==> config.mk <==
export PLATFORM = sky130hd
export DESIGN_NAME = crs_queue
export DESIGN_NICKNAME = d
export VERILOG_FILES = /design/src/crs_pkg.sv /design/src/crs_queue.sv
export SDC_FILE = /design/constraint.sdc
export NUM_CORES = 1
export LEC_CHECK = 0
export BUFFER_PORTS_ARGS = -buffer_cell sky130_fd_sc_hd__buf_2
export CELL_PAD_IN_SITES_DETAIL_PLACEMENT = 1
export CELL_PAD_IN_SITES_GLOBAL_PLACEMENT = 2
export CORE_MARGIN = 1.5
export CORE_UTILIZATION = 34
export DETAILED_ROUTE_END_ITERATION = 6
export GPL_ROUTABILITY_DRIVEN = 1
export PLACE_DENSITY = 0.74
export SLEW_MARGIN = 20
export SYNTH_ARGS = -nofsm -noshare
export SYNTH_HDL_FRONTEND = slang
export SYNTH_SLANG_ARGS = --single-unit
==> constraint.sdc <==
create_clock -name clk -period 2.18 [get_ports clk]
set_input_delay 0.218 -clock clk [delete_from_list [all_inputs] [get_ports clk]]
set_output_delay 0.218 -clock clk [all_outputs]
set_load 0.02 [all_outputs]
==> src/crs_pkg.sv <==
// Package: shared types, constants and an arithmetic helper for the spline evaluator.
package crs_pkg;
  localparam int MaxPoints  = 16;
  localparam int CoordWidth = 32;
  localparam int SlotWidth  = $clog2(MaxPoints);
  localparam int CntWidth   = $clog2(MaxPoints + 1);
  localparam int TWidth     = 17;
  localparam int FracWidth  = 17;
  localparam int AccWidth   = CoordWidth + 8;
  localparam int QDepth     = 2;
  localparam logic [TWidth-1:0] TOne = TWidth'(65536);

  typedef enum logic [0:0] {
    OP_LOAD = 1'b0,
    OP_EVAL = 1'b1
  } op_t;

  typedef struct packed {
    logic [SlotWidth-1:0] i0;
    logic [SlotWidth-1:0] i1;
    logic [SlotWidth-1:0] i2;
    logic [SlotWidth-1:0] i3;
    logic [FracWidth-1:0] frac;
  } job_t;

  // round(a*f/2^16), halves upward; exact via arithmetic shift
  function automatic logic signed [AccWidth-1:0] mul_frac(
      input logic signed [AccWidth-1:0] a, input logic [FracWidth-1:0] f);
    logic signed [AccWidth+FracWidth:0] p;
    begin
      p = a * $signed({1'b0, f});
      p = p + (AccWidth+FracWidth+1)'(32768);
      mul_frac = AccWidth'(p >>> 16);
    end
  endfunction
endpackage

==> src/crs_queue.sv <==
// Short job queue between front and back ends.
module crs_queue (
  input  logic          clk,
  input  logic          rst_n,
  input  logic          push,
  input  crs_pkg::job_t push_job,
  input  logic          pop,
  output logic          full,
  output logic          not_empty,
  output crs_pkg::job_t head
);
  import crs_pkg::*;
  localparam int PW = $clog2(QDepth);
  job_t          q_r [QDepth];
  logic [PW-1:0] wp_r, rp_r;
  logic [PW:0]   cnt_r;

  always_ff @(posedge clk) begin
    if (!rst_n) begin
      wp_r <= '0;
      rp_r <= '0;
      cnt_r <= '0;
    end else begin
      if (push) wp_r <= wp_r + PW'(1);
      if (pop) rp_r <= rp_r + PW'(1);
      cnt_r <= cnt_r + (PW+1)'(push) - (PW+1)'(pop);
    end
    if (push) q_r[wp_r] <= push_job;
  end

  assign full = cnt_r == (PW+1)'(QDepth);
  assign not_empty = cnt_r != '0;
  assign head = q_r[rp_r];
endmodule

==> results of run 1 <==
-- how the worst max path moves through the flow --
stage               startpoint        end
detailed placement        flop   head[31]
finish                    flop   head[31]
global route              flop   head[24]
global placement          flop   head[31]
floorplan                 wp_r  q_r[0][0]
CTS                       flop   head[31]
-- through the flow --
step / power [mW] / utilization
after floorplan: 1.95 / -
after global placement: 2.07 / 0.413
after detailed placement: 2.09 / 0.413
after CTS: 3.07 / 0.437
after global routing: 3.15 / 0.437
final: 3.03 / 0.437
-- layer usage --
metal / GRT usage / vias up
li1: - / 637
met1: 0.135 / 680
met2: 0.207 / 42
met3: 0.0358 / 8
met4: 0.0682 / 0
met5: 0 / -
-- flip-flops by register name (all words and copies together), names as in the netlist, named ones only --
register and cells:
cnt_r 2, q_r 66, rp_r 1, wp_r 1
-- logic make-up after synthesis --
| group | count (synthesis) |
|---|---|
| XOR/XNOR | 2 |
| flip-flops | 71 |
| multiplexers | 33 |
| buffers and inverters | 6 |
| adder cells (fa/ha/maj) | 2 |
| AO/OA/AOI/OAI | 1 |
| AND/OR/NAND/NOR | 9 |
-- power by group through the flow --
stage / registers [mW] / logic [mW] / clock network, mW
2_1_floorplan: 1.62 / 0.330 / 0
3_3_place_gp: 1.63 / 0.450 / 0
3_5_place_dp: 1.63 / 0.456 / 0
4_1_cts: 1.60 / 0.457 / 1.02
5_1_grt: 1.61 / 0.481 / 1.06
6_report: 1.60 / 0.446 / 0.989
-- final cells by class --
class | instances | area share
inverter | 2 | 0.00220
clock inverter | 6 | 0.0183
multi-input combinational | 47 | 0.179
clock buffer | 9 | 0.0363
tap | 102 | 0.0374
sequential | 71 | 0.610
timing repair buffer | 75 | 0.117
-- critical path: stages (launching register included) --
cell	delay [ps]
sky130_fd_sc_hd__dfxtp_2	320
sky130_fd_sc_hd__buf_4	330
sky130_fd_sc_hd__mux2_2	390
sky130_fd_sc_hd__buf_2	160
-- synthesized netlist by cell type --
library cell               count
sky130_fd_sc_hd__edfxtp_1     66
sky130_fd_sc_hd__mux2_4       30
sky130_fd_sc_hd__dfxtp_1       5
sky130_fd_sc_hd__and2_1        4
sky130_fd_sc_hd__nor2b_1       4
sky130_fd_sc_hd__buf_12        3
sky130_fd_sc_hd__mux2_2        3
sky130_fd_sc_hd__ha_1          2
sky130_fd_sc_hd__inv_1         2
sky130_fd_sc_hd__buf_6         1
sky130_fd_sc_hd__o21a_1        1
sky130_fd_sc_hd__or2_2         1
sky130_fd_sc_hd__xnor3_1       1
sky130_fd_sc_hd__xor2_1        1
==> impl_metrics.yaml, run 1 <==
status:
  outcome: "finished, final reports clean"
global_route:
  first_global_vias: 1494
  wire_length_of_the_first_global_routing_pass_mm: 7.53
  globalRouteTotalUtil: 0.121
  largest_net_degree_at_the_start_of_global_routing: 34
  grt_remaining_overflow: 0
  antenna_found_initial: 0
cts:
  tritoncts.num_buffers: 9
  path_clk_slew_ps: 80
  cts-htree-levels: 3
  cts_sinks: 71
  clock_latency_ps: 340
  cts.hold.buffers_added: 0
  cts.repair.resized: 0
  clk_path_buf_depth: 2
  post-cts-setup-buffers: 0
  cts_root_buffer: "sky130_fd_sc_hd__clkbuf_8"
  cts_tree: "built"
min_path:
  timing.hold.worst_endpoint: "q_r[1][0]"
  holdCritStartpoint: "push_job[0]"
  hold-path-cell-count: 1
  min-delay-path-class: "input pin to flop"
detailed_routing:
  drc_errors: 0
  finalWirelength_mm: 4.92
  drt_pass1_iterations: 4
  routed.top_layer: "met4"
  antenna_violating_nets_post_route: 0
  number_of_vias_in_the_routed_layout: 1367
  routed-wl-met3_um: 256
  detail_route.wl_per_cell_um: 15.8
  number_of_violations_reported_at_the_end_of_detailed_routing_iteration_0: 43
  detail_route.vias_per_cell: 4.38
  met1_length_mm: 1.99
  route.met2.wl_mm: 2.59
finish:
  multiInputGateArea_um2: 612
  area_growth_syn_to_layout_pct: 23.5
  post_layout_nonfiller_instances: 312
  drive_gt1_frac: 0.595
  n_antenna_cell: 0
  regArea_um2: 2080
  final_common_cell: "sky130_fd_sc_hd__buf_2"
  nNetsFinal: 245
  fill_cells: 788
  finish.instance_area_um2: 3410
  layout_common_cells: "71 x sky130_fd_sc_hd__buf_2, 66 x sky130_fd_sc_hd__edfxtp_1, 30 x sky130_fd_sc_hd__mux2_4, 9 x sky130_fd_sc_hd__clkbuf_8"
logic_synthesis:
  syn_inst: 124
  combined_area_of_all_synthesized_cells_um2: 2770
  post_synth_fa_ha_maj_area_fraction: 0.00905
  synthXorXnorAreaFrac: 0.0113
  yosysTopAreaCell: "sky130_fd_sc_hd__edfxtp_1"
  synthMuxAreaShare: 0.175
  combinational_family_with_the_most_area_after_synthesis: "multiplexers"
  ys_top_cells_by_area: "sky130_fd_sc_hd__edfxtp_1 72%, sky130_fd_sc_hd__mux2_4 16%, sky130_fd_sc_hd__dfxtp_1 3.6%"
  ys_types: 14
  area_share_of_the_largest_cell_type_after_synthesis: 0.717
  post_synth_and_or_nand_nor_area_fraction: 0.0204
  synth-warning-count: 0
  synth_sequential_area_ratio: 0.753
  synth.avg_cell_area_um2: 22.3
  compound_gate_fraction_of_synth_area: 0.00271
  synth.ff_latch_count: 71
  synth.net_count: 163
die:
  core_region_area_um2: 7810
  core.rowCount: 32
  die_w_um: 93.2
  ioPinCount: 72
  y_dimension_of_the_die_um: 93.2
  start_util: 0.354
  floorplan.die_area_um2: 8680
worst_setup_path:
  worst_setup_path_end_kind: "output port"
  r2r.worst_path.cells: 2
  criticalPathCategory: "flop to output port"
  worst_setup_path_start_kind: "flop"
  largest_driver_fanout_on_the_critical_path: 21
  timing.critical_path.arrival_ps: 1550
  critical_path.reg2reg.endpoint: "q_r[0][30]"
  crit-reg2reg-launch: "wp_r"
  required_ps: 1960
  reg2reg_slack_ps: 850
timing:
  fin_hold_ws_ps: 69.5
  max_freq_mhz: 567
  final-max-slew-violation-count: 0
  period_share: 0.809
  timing.setup.tns_ps: 0
  finalWorstSetupSlack_ps: 417
  setup-violations-final: 0
  period_minus_slack_ps: 1760
  timing_worst_slew_pin_value_ps: 537
  timing.final.hold_violations: 0
  timing.slew.headroom: 0.641
  fin_skew_ps: 6.62
  rsz0062_at_grt: "no"
placed_design:
  buffer_ports.inserted: 71
  placed_cell_area_um2: 3230
  pre_cts_ws_ps: 755
  dp.cells: 297
  globalplace.congestion: 0.644
  detailedPlacementHpwl_mm: 3.41
power:
  power_leakage_nw: 1.36
  power-per-cell-area_nw_per_um2: 888
  switching_share: 0.240
  vdd_drop_max_uv: 337
  p_sw_mw: 0.729
  internal_power_mw: 2.30
  reg_power_frac: 0.527
  clock_power_share: 0.326
  share_comb_of_total_power: 0.147
run:
  max_cap_viol_count: 0
No activity file was read; power rests on OpenSTA's default activity.
==> run 2: changes to the inputs <==
clock period = 1.46 ns   (was 2.18 ns; I/O delays follow)
==> run 2 against run 1 <==
Against the previous run:
- the flow now finishes with violations (negative setup slack)
- highest routed layer unchanged
- via count up 9.3%
- core utilization up 7.5 points
- global-route usage up 1.2 points
- power up 59%
- clock power up 56%
- clock-buffer cell count unchanged
- sequential share of layout area down 8.9 points
- non-clock buffer count up 34
- clock skew about the same
==> impl_metrics.yaml, run 2 (synthesized netlist as in run 1, its figures left out) <==
status:
  outcome: "finished with violations"
  failing_checks: "negative setup slack"
timing:
  timing.slew.headroom: 0.809
  finalWorstSetupSlack_ps: -110
  period_minus_slack_ps: 1570
  setup-violations-final: 33
  final-max-slew-violation-count: 0
  max_freq_mhz: 637
  timing_worst_slew_pin_value_ps: 287
  timing.setup.tns_ps: -1680
  fin_skew_ps: 6.85
  timing.final.hold_violations: 0
  period_share: 1.08
  rsz0062_at_grt: "yes"
placed_design:
  pre_cts_ws_ps: 212
  globalplace.congestion: 0.651
  buffer_ports.inserted: 71
  detailedPlacementHpwl_mm: 3.47
global_route:
  grt_use_met2: 0.220
  grt_busiest_layer: "met2"
  antenna_found_initial: 0
  wire_length_of_the_first_global_routing_pass_mm: 8.34
  globalRouteMet3Util: 0.0423
  globalRouteTotalUtil: 0.133
  grt_remaining_overflow: 0
  first_global_vias: 1608
  grt_util_met1: 0.164
  largest_net_degree_at_the_start_of_global_routing: 22
detailed_routing:
  detail_route.wl_per_cell_um: 15.6
  antenna_violating_nets_post_route: 0
  number_of_vias_in_the_routed_layout: 1494
  drt_pass1_iterations: 4
  number_of_violations_reported_at_the_end_of_detailed_routing_iteration_0: 36
  detail_route.vias_per_cell: 4.31
  finalWirelength_mm: 5.43
  drc_errors: 0
worst_setup_path:
  largest_driver_fanout_on_the_critical_path: 12
  reg2reg_slack_ps: 210
  worst_setup_path_start_kind: "flop"
  worst_setup_path_end_kind: "output port"
  required_ps: 1310
  criticalPathCategory: "flop to output port"
  timing.critical_path.arrival_ps: 1420
cts:
  path_clk_slew_ps: 80
  cts-htree-levels: 3
  cts_root_buffer: "sky130_fd_sc_hd__clkbuf_8"
  cts_sinks: 71
  tritoncts.num_buffers: 9
  cts_tree: "built"
  clock_latency_ps: 340
  clk_path_buf_depth: 2
finish:
  layout_common_cells: "66 x sky130_fd_sc_hd__edfxtp_1, 41 x sky130_fd_sc_hd__buf_2, 32 x sky130_fd_sc_hd__mux2_4, 31 x sky130_fd_sc_hd__buf_6, 30 x sky130_fd_sc_hd__dlygate4sd3_1"
  area_growth_syn_to_layout_pct: 44.8
  n_antenna_cell: 0
  drive_gt1_frac: 0.539
  register_bank_with_the_most_flops: "q_r"
  largestRegisters: "q_r (66), cnt_r (2)"
  final_common_cell: "sky130_fd_sc_hd__edfxtp_1"
  fill_cells: 749
  nNetsFinal: 279
  largest_reg_flops: 66
min_path:
  min-delay-path-class: "input pin to flop"
power:
  power_leakage_nw: 1.60
  vdd_drop_max_uv: 458
  power-per-cell-area_nw_per_um2: 1210
die:
  die_w_um: 93.2
  core_region_area_um2: 7810
  floorplan.die_area_um2: 8680
  ioPinCount: 72
  core.rowCount: 32
  y_dimension_of_the_die_um: 93.2
  start_util: 0.354
run:
  max_cap_viol_count: 0
==> run 2: cell types whose count changed in the layout (fill, tap and decap cells not counted), sizes merged <==
| cell | previous run | this run |
|---|---|---|
| dlygate4sd3 | 0 | 30 |
| buf | 75 | 79 |
| inv | 2 | 3 |
==> run 2: stage by stage <==
step                instances  instance area [µm²]  total power, mW  utilization  hold slack [ps]
detailed placement        300                 3280             3.14        0.420              339
global placement          300                 3280             3.12        0.420              335
floorplan                 124                 2770             2.91            -              245
finish                    347                 4000             4.83        0.513             19.7
global route              347                 4000             5.04        0.513            0.619
CTS                       346                 3910             4.84        0.501            0.819
==> run 2: worst paths after layout <==
check                                   from    endpoint  depth (start not counted)
worst max-delay path                    flop    head[24]                          3
worst min register to register          rp_r        flop                          2
worst min-delay path            push_job[22]  q_r[0][22]                          1
worst max register to register      cnt_r[0]    cnt_r[1]                          6
==> run 2: final cells by class <==
| cell class | instances | area [µm²] | share of cell area |
|---|---|---|---|
| multi-input combinational | 47 | 621 | 0.155 |
| clock buffer | 9 | 124 | 0.0309 |
| tap | 102 | 128 | 0.0319 |
| sequential | 71 | 2090 | 0.521 |
| clock inverter | 7 | 72.6 | 0.0181 |
| timing repair buffer | 109 | 965 | 0.241 |
| inverter | 2 | 7.51 | 0.00188 |
==> run 2: report_power, final <==
group | switching, mW | internal, mW
combinational | 0.386 | 0.508
clock | 0.746 | 0.791
sequential | 0.0490 | 2.35
total | 1.18 | 3.65
==> run 2: what timing repair did <==
| action | 4_1_cts | 5_1_grt |
|---|---|---|
| hold buffers | 29 | 1 |
| gates resized for setup | 40 | 25 |
| buffers inserted | 0 | 0 |
| endpoints found under the setup margin | 33 | 33 |
| gates cloned | 1 | 0 |
| endpoints found under the hold margin | 58 | 2 |
==> run 2: layer usage <==
metal,vias to the layer above,share of wire
met5,-,0
met4,0,0.0074
met3,4,0.050
li1,708,-
met2,63,0.51
met1,719,0.44
==> run 2: worst max-delay path, stage by stage (launching register included) <==
cell and delay (ps):
sky130_fd_sc_hd__dfxtp_4 420, sky130_fd_sc_hd__buf_12 170, sky130_fd_sc_hd__mux2_2 330, sky130_fd_sc_hd__buf_2 160
==> run 3: changes to the inputs <==
==> constraint.sdc (replaced) <==
create_clock -name clk -period 1.46 [get_ports clk]
set_input_delay 0.292 -clock clk [delete_from_list [all_inputs] [get_ports clk]]
set_output_delay 0.292 -clock clk [all_outputs]
set_load 0.02 [all_outputs]
==> run 3 against run 2 <==
Against the previous run:
- the run still ends with negative setup slack left
- sequential share of layout area up 3.2 points
- worst setup slack got worse by 140 ps
- global-route usage fell by 0.66 points
- hold slack better by 120 ps
- routed wire length down 6.4%
- clock skew down 1.5 ps
- die area unchanged
- critical endpoint is now head[1]
==> impl_metrics.yaml, run 3 (synthesized netlist as in run 1, its figures left out) <==
status:
  outcome: "finished with violations"
  failing_checks: "negative setup slack"
global_route:
  largest_net_degree_at_the_start_of_global_routing: 24
  first_global_vias: 1449
  grt_remaining_overflow: 0
  globalRouteTotalUtil: 0.126
  wire_length_of_the_first_global_routing_pass_mm: 7.78
  antenna_found_initial: 0
die:
  start_util: 0.354
  core.rowCount: 32
  y_dimension_of_the_die_um: 93.2
  floorplan.die_area_um2: 8680
  die_w_um: 93.2
  core_region_area_um2: 7810
  ioPinCount: 72
timing:
  final-max-slew-violation-count: 0
  max_freq_mhz: 585
  period_share: 1.17
  timing.final.hold_violations: 0
  fin_skew_ps: 5.38
  finalWorstSetupSlack_ps: -249
  rsz0062_at_grt: "yes"
  period_minus_slack_ps: 1710
  timing.slew.headroom: 0.888
  setup-violations-final: 33
  timing_worst_slew_pin_value_ps: 169
  timing.setup.tns_ps: -7140
placed_design:
  dp.cells: 300
  globalplace.congestion: 0.631
  buffer_ports.inserted: 71
  detailedPlacementHpwl_mm: 3.44
worst_setup_path:
  worstPathCellList: "buf_12, mux2_4, buf_6"
  max_stage_delay_ps: 450
  crit-reg2reg-launch: "cnt_r[0]"
  worst_setup_path_start_kind: "flop"
  largest_driver_fanout_on_the_critical_path: 8
  timing.critical_path.arrival_ps: 1420
  required_ps: 1170
  criticalPathCategory: "flop to output port"
  worst_setup_path_end_kind: "output port"
  cell_with_the_biggest_individual_delay_on_the_critical_path: "sky130_fd_sc_hd__dfxtp_4"
cts:
  cts_root_buffer: "sky130_fd_sc_hd__clkbuf_8"
  path_clk_slew_ps: 70
  cts_sinks: 71
  clk_path_buf_depth: 2
  cts_tree: "built"
  tritoncts.num_buffers: 9
  cts.hold.buffers_added: 0
  clock_latency_ps: 340
  cts-htree-levels: 3
finish:
  nNetsFinal: 250
  final_common_cell: "sky130_fd_sc_hd__edfxtp_1"
  register_bank_with_the_most_flops: "q_r"
  largest_reg_flops: 66
  layout_common_cells: "66 x sky130_fd_sc_hd__edfxtp_1, 38 x sky130_fd_sc_hd__buf_2, 34 x sky130_fd_sc_hd__buf_6, 33 x sky130_fd_sc_hd__mux2_4, 9 x sky130_fd_sc_hd__clkbuf_8"
  n_antenna_cell: 0
  drive_gt1_frac: 0.606
  fin_util: 0.483
  post_layout_nonfiller_instances: 318
  area_growth_syn_to_layout_pct: 36.3
  largestRegisters: "q_r (66), cnt_r (2)"
min_path:
  min-delay-path-class: "input pin to flop"
  holdCritStartpoint: "push_job[30]"
run:
  max_cap_viol_count: 0
detailed_routing:
  number_of_violations_reported_at_the_end_of_detailed_routing_iteration_0: 61
  drt_pass1_iterations: 4
  detail_route.vias_per_cell: 4.47
  number_of_vias_in_the_routed_layout: 1420
  drc_errors: 0
  detail_route.wl_per_cell_um: 16.0
  finalWirelength_mm: 5.08
  antenna_violating_nets_post_route: 0
power:
  power_leakage_nw: 1.51
  power-per-cell-area_nw_per_um2: 1300
  vdd_drop_max_uv: 523
## run 3: stage by stage
stage | setup WS, ps | hold slack, ps | power, mW | area [µm²]
global route | -289 | 125 | 5.10 | 3770
detailed placement | 42.1 | 484 | 3.14 | 3280
CTS | -257 | 127 | 4.98 | 3760
floorplan | 205 | 391 | 2.91 | 2770
global placement | 57.9 | 481 | 3.12 | 3280
finish | -249 | 137 | 4.92 | 3770
## run 3: power by group
group | switching, mW | internal, mW
clock network | 0.703 | 0.956
registers | 0.0496 | 2.35
logic | 0.379 | 0.480
## run 3: layer usage
metal,wire length (µm),global-route usage,up-vias
li1,-,-,649
met1,2230,0.160,705
met2,2500,0.196,54
met3,258,0.0512,12
met4,93,0.0455,0
met5,0,0,-
## run 3: worst paths after layout
kind	cells past startpoint	slack [ps]	to
worst min-delay path	1	140	q_r[0][30]
worst min register to register	2	580	flop
worst max-delay path	3	-250	head[1]
worst max register to register	6	230	cnt_r[1]
## run 3: area by class of cell
cell class / count / area [µm²]
fillers: 756 / 4040
flip-flops and latches: 71 / 2090
repair buffers: 80 / 711
multi-input cells: 47 / 624
clock buffers: 10 / 128
well taps: 102 / 128
clock inverters: 6 / 85.1
inverters: 2 / 7.51
## run 3: worst max-delay path: cells and delay by family (launching register included)
kind     cells  cell delay, ps
flops        1             450
mux          1             330
buf+inv      2             310
## run 3: what timing repair did
item                                    4_1_cts  5_1_grt
resized for setup                            76        1
endpoints found under the setup margin       33       33
gates cloned                                  1        0
setup buffers                                 1        0
