**src/crs_pkg.sv**
```systemverilog
// Package: shared types, constants and an arithmetic helper for the spline evaluator.
package crs_pkg;
  localparam int MaxPoints  = 16;
  localparam int CoordWidth = 32;
  localparam int SlotWidth  = $clog2(MaxPoints);
  localparam int CntWidth   = $clog2(MaxPoints + 1);
  localparam int TWidth     = 17;
  localparam int FracWidth  = 17;
  localparam int AccWidth   = CoordWidth + 8;
  localparam int QDepth     = 2;
  localparam logic [TWidth-1:0] TOne = TWidth'(65536);

  typedef enum logic [0:0] {
    OP_LOAD = 1'b0,
    OP_EVAL = 1'b1
  } op_t;

  typedef struct packed {
    logic [SlotWidth-1:0] i0;
    logic [SlotWidth-1:0] i1;
    logic [SlotWidth-1:0] i2;
    logic [SlotWidth-1:0] i3;
    logic [FracWidth-1:0] frac;
  } job_t;

  // round(a*f/2^16), halves upward; exact via arithmetic shift
  function automatic logic signed [AccWidth-1:0] mul_frac(
      input logic signed [AccWidth-1:0] a, input logic [FracWidth-1:0] f);
    logic signed [AccWidth+FracWidth:0] p;
    begin
      p = a * $signed({1'b0, f});
      p = p + (AccWidth+FracWidth+1)'(32768);
      mul_frac = AccWidth'(p >>> 16);
    end
  endfunction
endpackage

```
**src/crs_front.sv**
```systemverilog
// Front end: decodes evaluate words into segment indices and fraction.
module crs_front (
  input  logic                          clk,
  input  logic                          rst_n,
  input  logic                          valid,
  input  logic [crs_pkg::CntWidth-1:0]  point_count,
  input  logic [crs_pkg::TWidth-1:0]    param_t,
  input  logic                          q_full,
  output logic                          q_push,
  output crs_pkg::job_t                 q_job
);
  import crs_pkg::*;
  logic [CntWidth-1:0] n;
  logic [CntWidth-1:0] d;
  logic [TWidth-1:0]   t;
  logic [TWidth+CntWidth-1:0] s;
  logic [CntWidth-1:0] seg;
  logic [FracWidth-1:0] f;
  logic                valid_r;
  job_t                job_r;
  job_t                job_nxt;

  always_comb begin
    n = point_count;
    if (n < CntWidth'(4)) n = CntWidth'(4);
    if (n > CntWidth'(MaxPoints)) n = CntWidth'(MaxPoints);
    d = n - CntWidth'(1);
    t = (param_t > TOne) ? TOne : param_t;
    s = t * d;
    seg = CntWidth'(s >> 16);
    f = {1'b0, s[15:0]};
    if (seg >= d) begin
      seg = d - CntWidth'(1);
      f = TOne;
    end
    job_nxt.i1 = SlotWidth'(seg);
    job_nxt.i2 = SlotWidth'(seg + CntWidth'(1));
    job_nxt.i0 = (seg == '0) ? SlotWidth'(seg) : SlotWidth'(seg - CntWidth'(1));
    job_nxt.i3 = (seg + CntWidth'(2) >= n) ? SlotWidth'(seg + CntWidth'(1))
                                           : SlotWidth'(seg + CntWidth'(2));
    job_nxt.frac = f;
  end

  always_ff @(posedge clk) begin
    if (!rst_n) valid_r <= 1'b0;
    else if (valid) valid_r <= 1'b1;
    else if (!q_full) valid_r <= 1'b0;
    if (valid) job_r <= job_nxt;
  end

  assign q_push = valid_r && !q_full;
  assign q_job  = job_r;
endmodule

```
**config.mk**
```make
export PLATFORM = sky130hd
export DESIGN_NAME = crs_front
export DESIGN_NICKNAME = d
export VERILOG_FILES = /design/src/crs_pkg.sv /design/src/crs_front.sv
export SDC_FILE = /design/constraint.sdc
export NUM_CORES = 1
export LEC_CHECK = 0
export BUFFER_PORTS_ARGS = -buffer_cell sky130_fd_sc_hd__buf_2
export CORE_MARGIN = 4
export CORE_UTILIZATION = 45
export CTS_BUF_LIST = sky130_fd_sc_hd__clkbuf_8
export CTS_CLUSTER_DIAMETER = 80
export DETAILED_ROUTE_END_ITERATION = 10
export PLACE_DENSITY_LB_ADDON = 0.1
export SYNTH_ARGS = -nofsm -noshare
export SYNTH_HDL_FRONTEND = slang
export SYNTH_SLANG_ARGS = --single-unit
```
**constraint.sdc**
```tcl
create_clock -name clk -period 13.05 [get_ports clk]
set_input_delay 0 -clock clk [delete_from_list [all_inputs] [get_ports clk]]
set_output_delay 0 -clock clk [all_outputs]
set_load 0.03 [all_outputs]
```
==> impl_metrics.py, run 1 <==
metrics = {
    "grt": {
        "grt_pass1_vias": 3321,
        "grt_overflow": 0,
        "grt_pass1_wl_um": 16260,
        "grtUsageTotal_pct": 17.09,
        "antenna_found_initial": 0,
        "grt_max_degree": 35,
    },
    "timing": {
        "worst_pin_slew_ns": 1.170,
        "rsz0062_at_grt": "false",
        "finClkSkew_ns": 0,
        "slew_headroom_pct": 21.71,
        "finalCriticalPeriod_ns": 9.735,
        "hold_viol": 0,
        "fin_tns_setup_ns": 0,
        "finalSetupViolations": 0,
        "period_share_pct": 74.60,
        "finalMaxSlewViolations": 0,
        "fmax_mhz": 102.7,
    },
    "logic_synthesis": {
        "synth_compound_area_share_pct": 9.868,
        "syn-cell-area_mm2": 0.004564,
        "yosysUniqueCellTypes": 64,
        "yosys_most_used_dff": "edfxtp_1",
        "async_reset_ff_share_pct": 0,
        "ys_warn_count": 0,
        "synth.mux.area_fraction_pct": 0.9320,
        "seq_area_frac_synth_pct": 22.15,
        "synth.avg_cell_area_um2": 9.450,
        "synth-xor-area-share_pct": 4.797,
        "synth_top_family_by_area": "adder cells",
        "postSynthCellCount": 483,
        "synth-edff-count": 33,
        "synth-simple-area-share_pct": 23.46,
        "syn_nets": 601,
        "ys_ff_latch": 34,
        "synthAdderAreaFrac_pct": 32.46,
    },
    "critical_path": {
        "r2r_cells": 2,
        "worstPathRequired_ns": 13.08,
        "slowest_delay_ns": 0.90,
        "cp_max_fo": 22,
        "critPathLaunch": "point_count[4]",
        "r2r_slack_ns": 12.46,
        "r2r-start": "valid_r",
        "slowest_stage": "nor2_1",
        "start_kind": "input port",
        "r2r_end": "valid_r",
        "cp.arrival_ns": 9.76,
        "crit_top_cell": "ha_1",
        "worst_setup_path_end_kind": "flop",
        "crit_type": "in2reg",
        "cp-endpoint": "q_job[19]",
    },
    "routing": {
        "drtAntennaViolNets": 0,
        "routedWlPerCell_um": 14.34,
        "drtIter0Drc": 176,
        "drc": 0,
        "via_count": 3421,
        "drt_wl_total_um": 9652,
        "viasPerCell": 5.083,
        "first_pass_iters": 4,
    },
    "power_and_ir_drop": {
        "power_mw": 0.8200,
        "leakage_nw": 2.413,
        "worst_ir_drop_vdd_v": 0.0001158,
        "p_per_area_mw_per_mm2": 161.5,
    },
    "clocking": {
        "ctsHoldBuffers": 1,
        "clock_path_buffers": 2,
        "cts_setup_buffers": 0,
        "clkLatencyLatePin_ns": 0.27,
        "cts_tree": "yes",
        "ctsResizeCount": 0,
        "root_buffer": "clkbuf_8",
        "htreeDepth": 2,
        "path_clk_slew_ns": 0.06,
        "cts_buffers": 5,
        "cts_sinks": 34,
    },
    "die": {
        "floorplan.initialDensity_pct": 46.48,
        "pin_count": 60,
        "die_h_um": 108.7,
        "core-area_mm2": 0.009819,
        "rows": 36,
        "dieArea_mm2": 0.01182,
        "die_w_um": 108.7,
    },
    "finish": {
        "area_growth_pct": 11.24,
        "n_antenna_cell": 0,
        "final_cell_mix": "and2_1, buf_2, inv_1",
        "layout_commonest_cell": "and2_1",
        "layout-drive-gt1-share_pct": 16.67,
        "nets": 657,
    },
    "placed_design": {
        "placement.io_buffers": 59,
        "gp_congestion": 0.8388,
        "dp_hpwl_um": 8107,
    },
    "hold_path": {
        "hold_class": "in2reg",
    },
    "job": {
        "max_cap_viol_count": 0,
    },
    "status": {
        "status": "finished clean",
    },
}
==> final cells by class <==
| cell class | count | area (µm²) |
|---|---|---|
| Tap cell | 133 | 166.4 |
| Multi-Input combinational cell | 382 | 3264 |
| Inverter | 55 | 206.4 |
| Timing Repair Buffer | 61 | 312.8 |
| Fill cell | 955 | 4742 |
| Clock inverter | 2 | 33.78 |
| Clock buffer | 6 | 82.58 |
| Sequential cell | 34 | 1011 |
==> layer usage <==
metal  up-vias  global-route usage (%)  share of wire (%)
met5         -                       0                  0
met4         0                   2.976               0.58
met3         5                   1.539                3.1
met2        59                   27.36                 46
met1      1635                   25.52                 51
li1       1722                       -                  -
==> cell usage after synthesis, drive strengths merged, types with 2 or more instances <==
master,number,area (µm²)
nand3,9,45.04
nand4,2,12.51
inv,55,206.4
edfxtp,33,991.0
nor4,5,31.28
or3,4,31.28
mux2i,2,20.02
a21oi,27,153.9
nor2,31,116.4
o21a,2,15.01
a31oi,3,33.78
o31ai,2,15.01
nor2b,7,43.79
fa,44,880.8
a21o,3,22.52
xor2,7,61.31
clkbuf,7,36.28
mux2,2,22.52
or2,2,12.51
and2,67,420.4
nand2b,10,70.06
o2111a,2,23.77
xnor2,18,157.7
ha,48,600.6
nand2,41,156.4
o21ai,13,68.82
nor3,9,50.05
nor3b,4,35.03
buf,5,46.29
and3,3,21.27
==> through the flow <==
stage	hold slack, ns	instance area [µm²]	cells	worst slack (ns)	utilization (%)
2_1_floorplan	0.1096	4564	483	5.113	-
3_3_place_gp	0.2172	4951	664	3.337	50.42
3_5_place_dp	0.2245	4951	664	3.065	50.42
4_1_cts	0.004534	5077	673	3.362	51.71
5_1_grt	0.02808	5077	673	2.385	51.71
6_report	0.009423	5077	673	3.315	51.71
==> critical path: cells and delay by family <==
| kind | cells | cell delay [ns] |
|---|---|---|
| multiplexers | 1 | 0.38 |
| buffers and inverters | 5 | 0.90 |
| adder cells (fa/ha/maj) | 8 | 3.12 |
| AND/OR/NAND/NOR | 9 | 2.26 |
| XOR/XNOR | 2 | 0.46 |
| AO/OA/AOI/OAI | 8 | 2.61 |
==> where the power goes <==
group / internal, mW / switching [mW] / total (mW)
combinational: 0.187 / 0.337 / 0.525
sequential: 0.191 / 0.00930 / 0.200
clock: 0.0614 / 0.0342 / 0.0956
total: 0.439 / 0.381 / 0.820
==> cells by family (layout without fill, tap and decap cells) <==
logic type | count (synthesis) | count (layout)
XOR/XNOR | 25 | 25
adder cells (fa/ha/maj) | 92 | 92
AND/OR/NAND/NOR | 196 | 196
multiplexers | 4 | 4
buffers and inverters | 67 | 124
flip-flops | 34 | 34
AO/OA/AOI/OAI | 65 | 65
==> flip-flops by register name, indices dropped and copies added (netlist names) <==
name     cells
q_job       33
valid_r      1
==> how the worst min path moves through the flow <==
stage | start | endpoint | depth (start not counted)
global placement | rst_n | valid_r | 2
CTS | q_full | valid_r | 3
finish | q_full | valid_r | 3
global route | q_full | valid_r | 3
floorplan | q_full | q_push | 1
detailed placement | rst_n | valid_r | 2
Power figures use the tool's default switching activity.
==> run 2, diff against run 1 <==
==> constraint.sdc (replaced) <==
create_clock -name clk -period 8.4 [get_ports clk]
set_input_delay 0 -clock clk [delete_from_list [all_inputs] [get_ports clk]]
set_output_delay 0 -clock clk [all_outputs]
set_load 0.03 [all_outputs]
==> run 2 against run 1 <==
Clock power increased by 22%. Die area unchanged. Clock skew unchanged. Clock-buffer cell count unchanged. Largest cell class unchanged. Highest routed layer unchanged.
==> impl_metrics.py, run 2 (synthesis results as in run 1) <==
metrics = {
    "die": {
        "dieArea_mm2": 0.01182,
        "die_h_um": 108.7,
        "die_w_um": 108.7,
        "floorplan.initialDensity_pct": 46.48,
        "rows": 36,
        "core-area_mm2": 0.009819,
        "pin_count": 60,
    },
    "critical_path": {
        "worstPathRequired_ns": 8.43,
        "cp.arrival_ns": 7.87,
        "crit_top_cell": "ha_1",
        "slowest_stage": "fa_1",
        "slowest_delay_ns": 0.55,
        "worst_setup_path_end_kind": "flop",
        "start_kind": "input port",
        "cp_max_fo": 16,
        "crit_type": "in2reg",
        "r2r_slack_ns": 7.78,
    },
    "status": {
        "status": "finished clean",
    },
    "finish": {
        "postLayoutCoreUtil_pct": 52.52,
        "layout-drive-gt1-share_pct": 18.87,
        "nets": 668,
        "final_cell_mix": "and2_1, buf_2, inv_1",
        "area_growth_pct": 12.99,
        "layout_commonest_cell": "and2_1",
        "n_antenna_cell": 0,
        "instances_no_fill": 684,
        "largest_reg_flops": 33,
    },
    "clocking": {
        "cts_buffers": 5,
        "htreeDepth": 2,
        "clkLatencyLatePin_ns": 0.27,
        "clock_path_buffers": 2,
        "root_buffer": "clkbuf_8",
        "path_clk_slew_ns": 0.07,
        "cts_tree": "yes",
        "cts_sinks": 34,
    },
    "routing": {
        "drc": 0,
        "via_count": 3441,
        "drt_wl_total_um": 9576,
        "drtAntennaViolNets": 0,
        "routedWlPerCell_um": 14.00,
        "drtIter0Drc": 139,
        "first_pass_iters": 4,
        "viasPerCell": 5.031,
    },
    "timing": {
        "finClkSkew_ns": 0,
        "finalCriticalPeriod_ns": 7.840,
        "fmax_mhz": 127.5,
        "finalMaxSlewViolations": 0,
        "period_share_pct": 93.34,
        "hold_viol": 0,
        "finalSetupViolations": 0,
        "slew_headroom_pct": 52.30,
        "worst_pin_slew_ns": 0.7155,
    },
    "placed_design": {
        "gp_congestion": 0.8345,
        "placement.io_buffers": 59,
        "placed_cells": 674,
        "dp_hpwl_um": 8100,
    },
    "power_and_ir_drop": {
        "p_int_mw": 0.6818,
        "p_comb_share_pct": 66.4,
        "worst_ir_drop_vdd_v": 0.0001490,
        "p_switching_mw": 0.5962,
        "p_per_area_mw_per_mm2": 247.8,
        "p_seq_share_pct": 24.4,
        "clkPwrFrac_pct": 9.2,
        "switching_share_pct": 46.65,
        "leakage_nw": 2.461,
    },
    "grt": {
        "grt_max_degree": 35,
        "grt_pass1_vias": 3481,
        "grt_pass1_wl_um": 16560,
        "grt_overflow": 0,
        "antenna_found_initial": 0,
        "grtUsageTotal_pct": 17.33,
    },
    "job": {
        "max_cap_viol_count": 0,
    },
    "hold_path": {
        "hold_class": "in2reg",
    },
}
==> run 2: critical path, delay by kind of cell <==
kind	cells	cell delay, ns
simple gates	9	1.71
compound gates	8	1.66
buf+inv	6	1.00
xor+xnor	2	0.32
mux	1	0.36
fa+ha+maj	7	2.79
==> run 2: area by class of cell <==
class	instances	area, µm²
Clock buffer	6	82.58
Clock inverter	2	8.758
Fill cell	978	4662
Inverter	55	206.4
Multi-Input combinational cell	382	3287
Sequential cell	34	1011
Tap cell	133	166.4
Timing Repair Buffer	72	395.4
==> run 2: final timing paths <==
kind,startpoint,endpoint,cells past startpoint
hold / removal,q_full,valid_r,3
hold reg to reg,valid_r,valid_r,2
setup / recovery,point_count[4],q_job[19],33
setup reg to reg,valid_r,valid_r,2
==> run 2: metrics by stage <==
step	total power [mW]	hold WS (ns)	area, µm²	setup TNS (ns)	setup WS (ns)
finish	1.278	0.02217	5157	0	0.5596
global route	1.411	0.04702	5157	-0.003253	-0.003253
CTS	1.279	0.02307	5127	0	0.3798
detailed placement	1.157	0.2422	5026	0	0.1037
global placement	1.148	0.2187	5026	0	0.1741
floorplan	0.9593	0.1096	4564	0	0.4626
==> run 2: timing repair <==
item                                   4_1_cts  5_1_grt
setup endpoints to repair                    0        4
hold buffers                                 1        0
resized for setup                            0        4
buffers inserted                             0        1
endpoints found under the hold margin        1        0
==> run 2: power groups by stage <==
stage | logic (mW) | registers [mW] | clock network (mW)
2_1_floorplan | 0.506 | 0.453 | 0
3_3_place_gp | 0.833 | 0.316 | 0
3_5_place_dp | 0.841 | 0.317 | 0
4_1_cts | 0.846 | 0.313 | 0.120
5_1_grt | 0.962 | 0.319 | 0.130
6_report | 0.849 | 0.312 | 0.117
==> run 2: layer usage <==
layer / up-vias / wire length [µm] / GRT usage [%]
met3: 7 / 364 / 1.421
li1: 1741 / - / -
met2: 63 / 4280 / 27.71
met1: 1630 / 4851 / 25.71
met5: - / 0 / 0
met4: 0 / 80 / 3.697
==> run 3, diff against run 2 <==
--- a/config.mk
+++ b/config.mk
@@ -5,6 +5,7 @@
 export SDC_FILE = /design/constraint.sdc
 export NUM_CORES = 1
 export LEC_CHECK = 0
+export ABC_AREA = 1
 export BUFFER_PORTS_ARGS = -buffer_cell sky130_fd_sc_hd__buf_2
 export CORE_MARGIN = 4
 export CORE_UTILIZATION = 45
@@ -12,6 +13,7 @@
 export CTS_CLUSTER_DIAMETER = 80
 export DETAILED_ROUTE_END_ITERATION = 10
 export PLACE_DENSITY_LB_ADDON = 0.1
+export SKIP_CTS_REPAIR_TIMING = 1
 export SYNTH_ARGS = -nofsm -noshare
 export SYNTH_HDL_FRONTEND = slang
 export SYNTH_SLANG_ARGS = --single-unit
==> run 3 against run 2 <==
The run now ends with negative hold slack left. Combinational power is 17% higher. Synthesized cell count grew 36%. Register-to-register slack better by 0.03 ns. Critical path depth increased by 10. Die area grew 4.4%. Via count up 21%. Total power up 14%. First-iteration DRC count up 41%. Area after synthesis increased by 4.8%. Worst setup slack better by 0.41 ns. Critical endpoint is now q_job[18].
==> impl_metrics.py, run 3 <==
metrics = {
    "timing": {
        "worst_pin_slew_ns": 0.7636,
        "whs_ns": -0.007423,
        "period_share_pct": 88.49,
        "finalCriticalPeriod_ns": 7.433,
        "fmax_mhz": 134.5,
        "finalMaxSlewViolations": 0,
        "finalSetupViolations": 0,
        "finClkSkew_ns": 0,
        "fin_tns_setup_ns": 0,
        "slew_headroom_pct": 48.97,
        "rsz0062_at_grt": "false",
        "hold_viol": 1,
    },
    "die": {
        "rows": 37,
        "core-area_mm2": 0.01032,
        "pin_count": 60,
        "die_h_um": 111.1,
        "dieArea_mm2": 0.01234,
        "die_w_um": 111.1,
        "floorplan.initialDensity_pct": 46.33,
    },
    "critical_path": {
        "cp_max_fo": 17,
        "start_kind": "input port",
        "slowest_stage": "fa_1",
        "r2r-start": "valid_r",
        "cp.arrival_ns": 7.45,
        "worstPathRequired_ns": 8.42,
        "crit_top_cell": "nand2_1",
        "critPathLaunch": "point_count[4]",
        "crit_type": "in2reg",
        "worst_setup_path_end_kind": "flop",
        "slowest_delay_ns": 0.55,
    },
    "grt": {
        "antenna_found_initial": 0,
        "grt_pass1_vias": 4164,
        "grt_pass1_wl_um": 19320,
        "grtUsageTotal_pct": 18.49,
        "grt_overflow": 0,
        "grt_max_degree": 35,
    },
    "status": {
        "status": "complete, but fails checks",
        "violations": "negative hold slack",
    },
    "routing": {
        "drc": 0,
        "drtIter0Drc": 196,
        "drt_wl_total_um": 11070,
        "first_pass_iters": 5,
        "via_count": 4170,
        "drtAntennaViolNets": 0,
        "routedWlPerCell_um": 12.98,
        "viasPerCell": 4.889,
    },
    "finish": {
        "final_cell_mix": "nand2_1, inv_1, nor2_1",
        "n_antenna_cell": 0,
        "layout-drive-gt1-share_pct": 12.27,
        "postLayoutCoreUtil_pct": 51.68,
        "nets": 835,
        "largest_reg_flops": 33,
        "final_cell_area_mm2": 0.005335,
        "area_growth_pct": 11.54,
        "layout_commonest_cell": "nand2_1",
    },
    "clocking": {
        "root_buffer": "clkbuf_8",
        "clock_path_buffers": 2,
        "clkLatencyLatePin_ns": 0.27,
        "cts_buffers": 5,
        "cts_sinks": 34,
        "htreeDepth": 2,
        "path_clk_slew_ns": 0.06,
        "cts_tree": "yes",
    },
    "logic_synthesis": {
        "synth.avg_cell_area_um2": 7.258,
        "yosys.area.top_type": "edfxtp_1",
        "synthTopCellsByArea": "edfxtp_1, fa_1, nand2_1",
        "synth.most_common_cell": "nand2_1",
        "ys_ff_latch": 34,
        "yosysTopAreaCellShare_pct": 20.72,
        "synth-edff-count": 33,
        "ys_top_cells_by_count": "nand2_1, inv_1, nor2_1",
        "syn-cell-area_mm2": 0.004783,
        "yosys_most_used_dff": "edfxtp_1",
        "syn_nets": 777,
        "ys_warn_count": 0,
        "seq_area_frac_synth_pct": 21.14,
        "yosysUniqueCellTypes": 31,
        "postSynthCellCount": 659,
        "async_reset_ff_share_pct": 0,
    },
    "power_and_ir_drop": {
        "leakage_nw": 2.977,
        "worst_ir_drop_vdd_v": 0.0001803,
        "p_per_area_mw_per_mm2": 272.1,
    },
    "placed_design": {
        "placement.io_buffers": 59,
        "placed_area_mm2": 0.005223,
        "gp_congestion": 0.8918,
        "dp_hpwl_um": 9419,
    },
    "hold_path": {
        "min_from": "q_full",
        "hold_class": "in2reg",
    },
    "job": {
        "max_cap_viol_count": 0,
    },
}
==> run 3: final timing paths <==
check / to / slack, ns / depth (start not counted)
worst max-delay path: q_job[18] / 0.97 / 43
worst min register to register: valid_r / 0.50 / 2
worst max register to register: valid_r / 7.81 / 2
worst min-delay path: valid_r / -0.007 / 3
==> run 3: power breakdown <==
part	leakage (nW)	switching (mW)	total [mW]	internal (mW)
Combinational	2.60	0.672	0.994	0.322
Sequential	0.329	0.0137	0.322	0.308
Clock	0.0517	0.0502	0.136	0.0856
==> run 3: cell families (layout without fill, tap and decap cells) <==
family | after synthesis | after routing | synth area share (%)
buf+inv | 145 | 203 | 11.46
xor+xnor | 8 | 8 | 1.857
simple gates | 338 | 338 | 29.69
compound gates | 42 | 42 | 4.892
flops | 34 | 34 | 21.14
fa+ha+maj | 92 | 92 | 30.97
==> run 3: through the flow <==
step,setup WS [ns],cells,power [mW]
2_1_floorplan,1.556,659,1.070
3_3_place_gp,0.9199,845,1.301
3_5_place_dp,0.6974,845,1.321
4_1_cts,0.9585,852,1.462
5_1_grt,0.2401,853,1.612
6_report,0.9672,853,1.452
==> run 3: layout make-up <==
class                           instances  area (µm²)
Clock buffer                            5       68.82
Clock inverter                          2       33.78
Fill cell                            1045        4989
Inverter                              133       499.2
Multi-Input combinational cell        480        3224
Sequential cell                        34        1011
Tap cell                              136       170.2
Timing Repair Buffer                   63       327.8
==> run 3: worst max-delay path: cells and delay by family <==
family,cells,cell delay (ns)
compound gates,4,0.50
fa+ha+maj,8,3.20
simple gates,20,2.54
buf+inv,11,1.19
==> run 3: routing by layer <==
metal  vias to the layer above  global-route usage, %  part of all wire (%)  wire (µm)
met5                         -                      0                     0          0
li1                       2155                      -                     -          -
met2                        83                  30.06                    45       5031
met3                        12                  1.201                   3.5        385
met1                      1920                  26.55                    49       5457
met4                         0                  5.677                   1.8        197
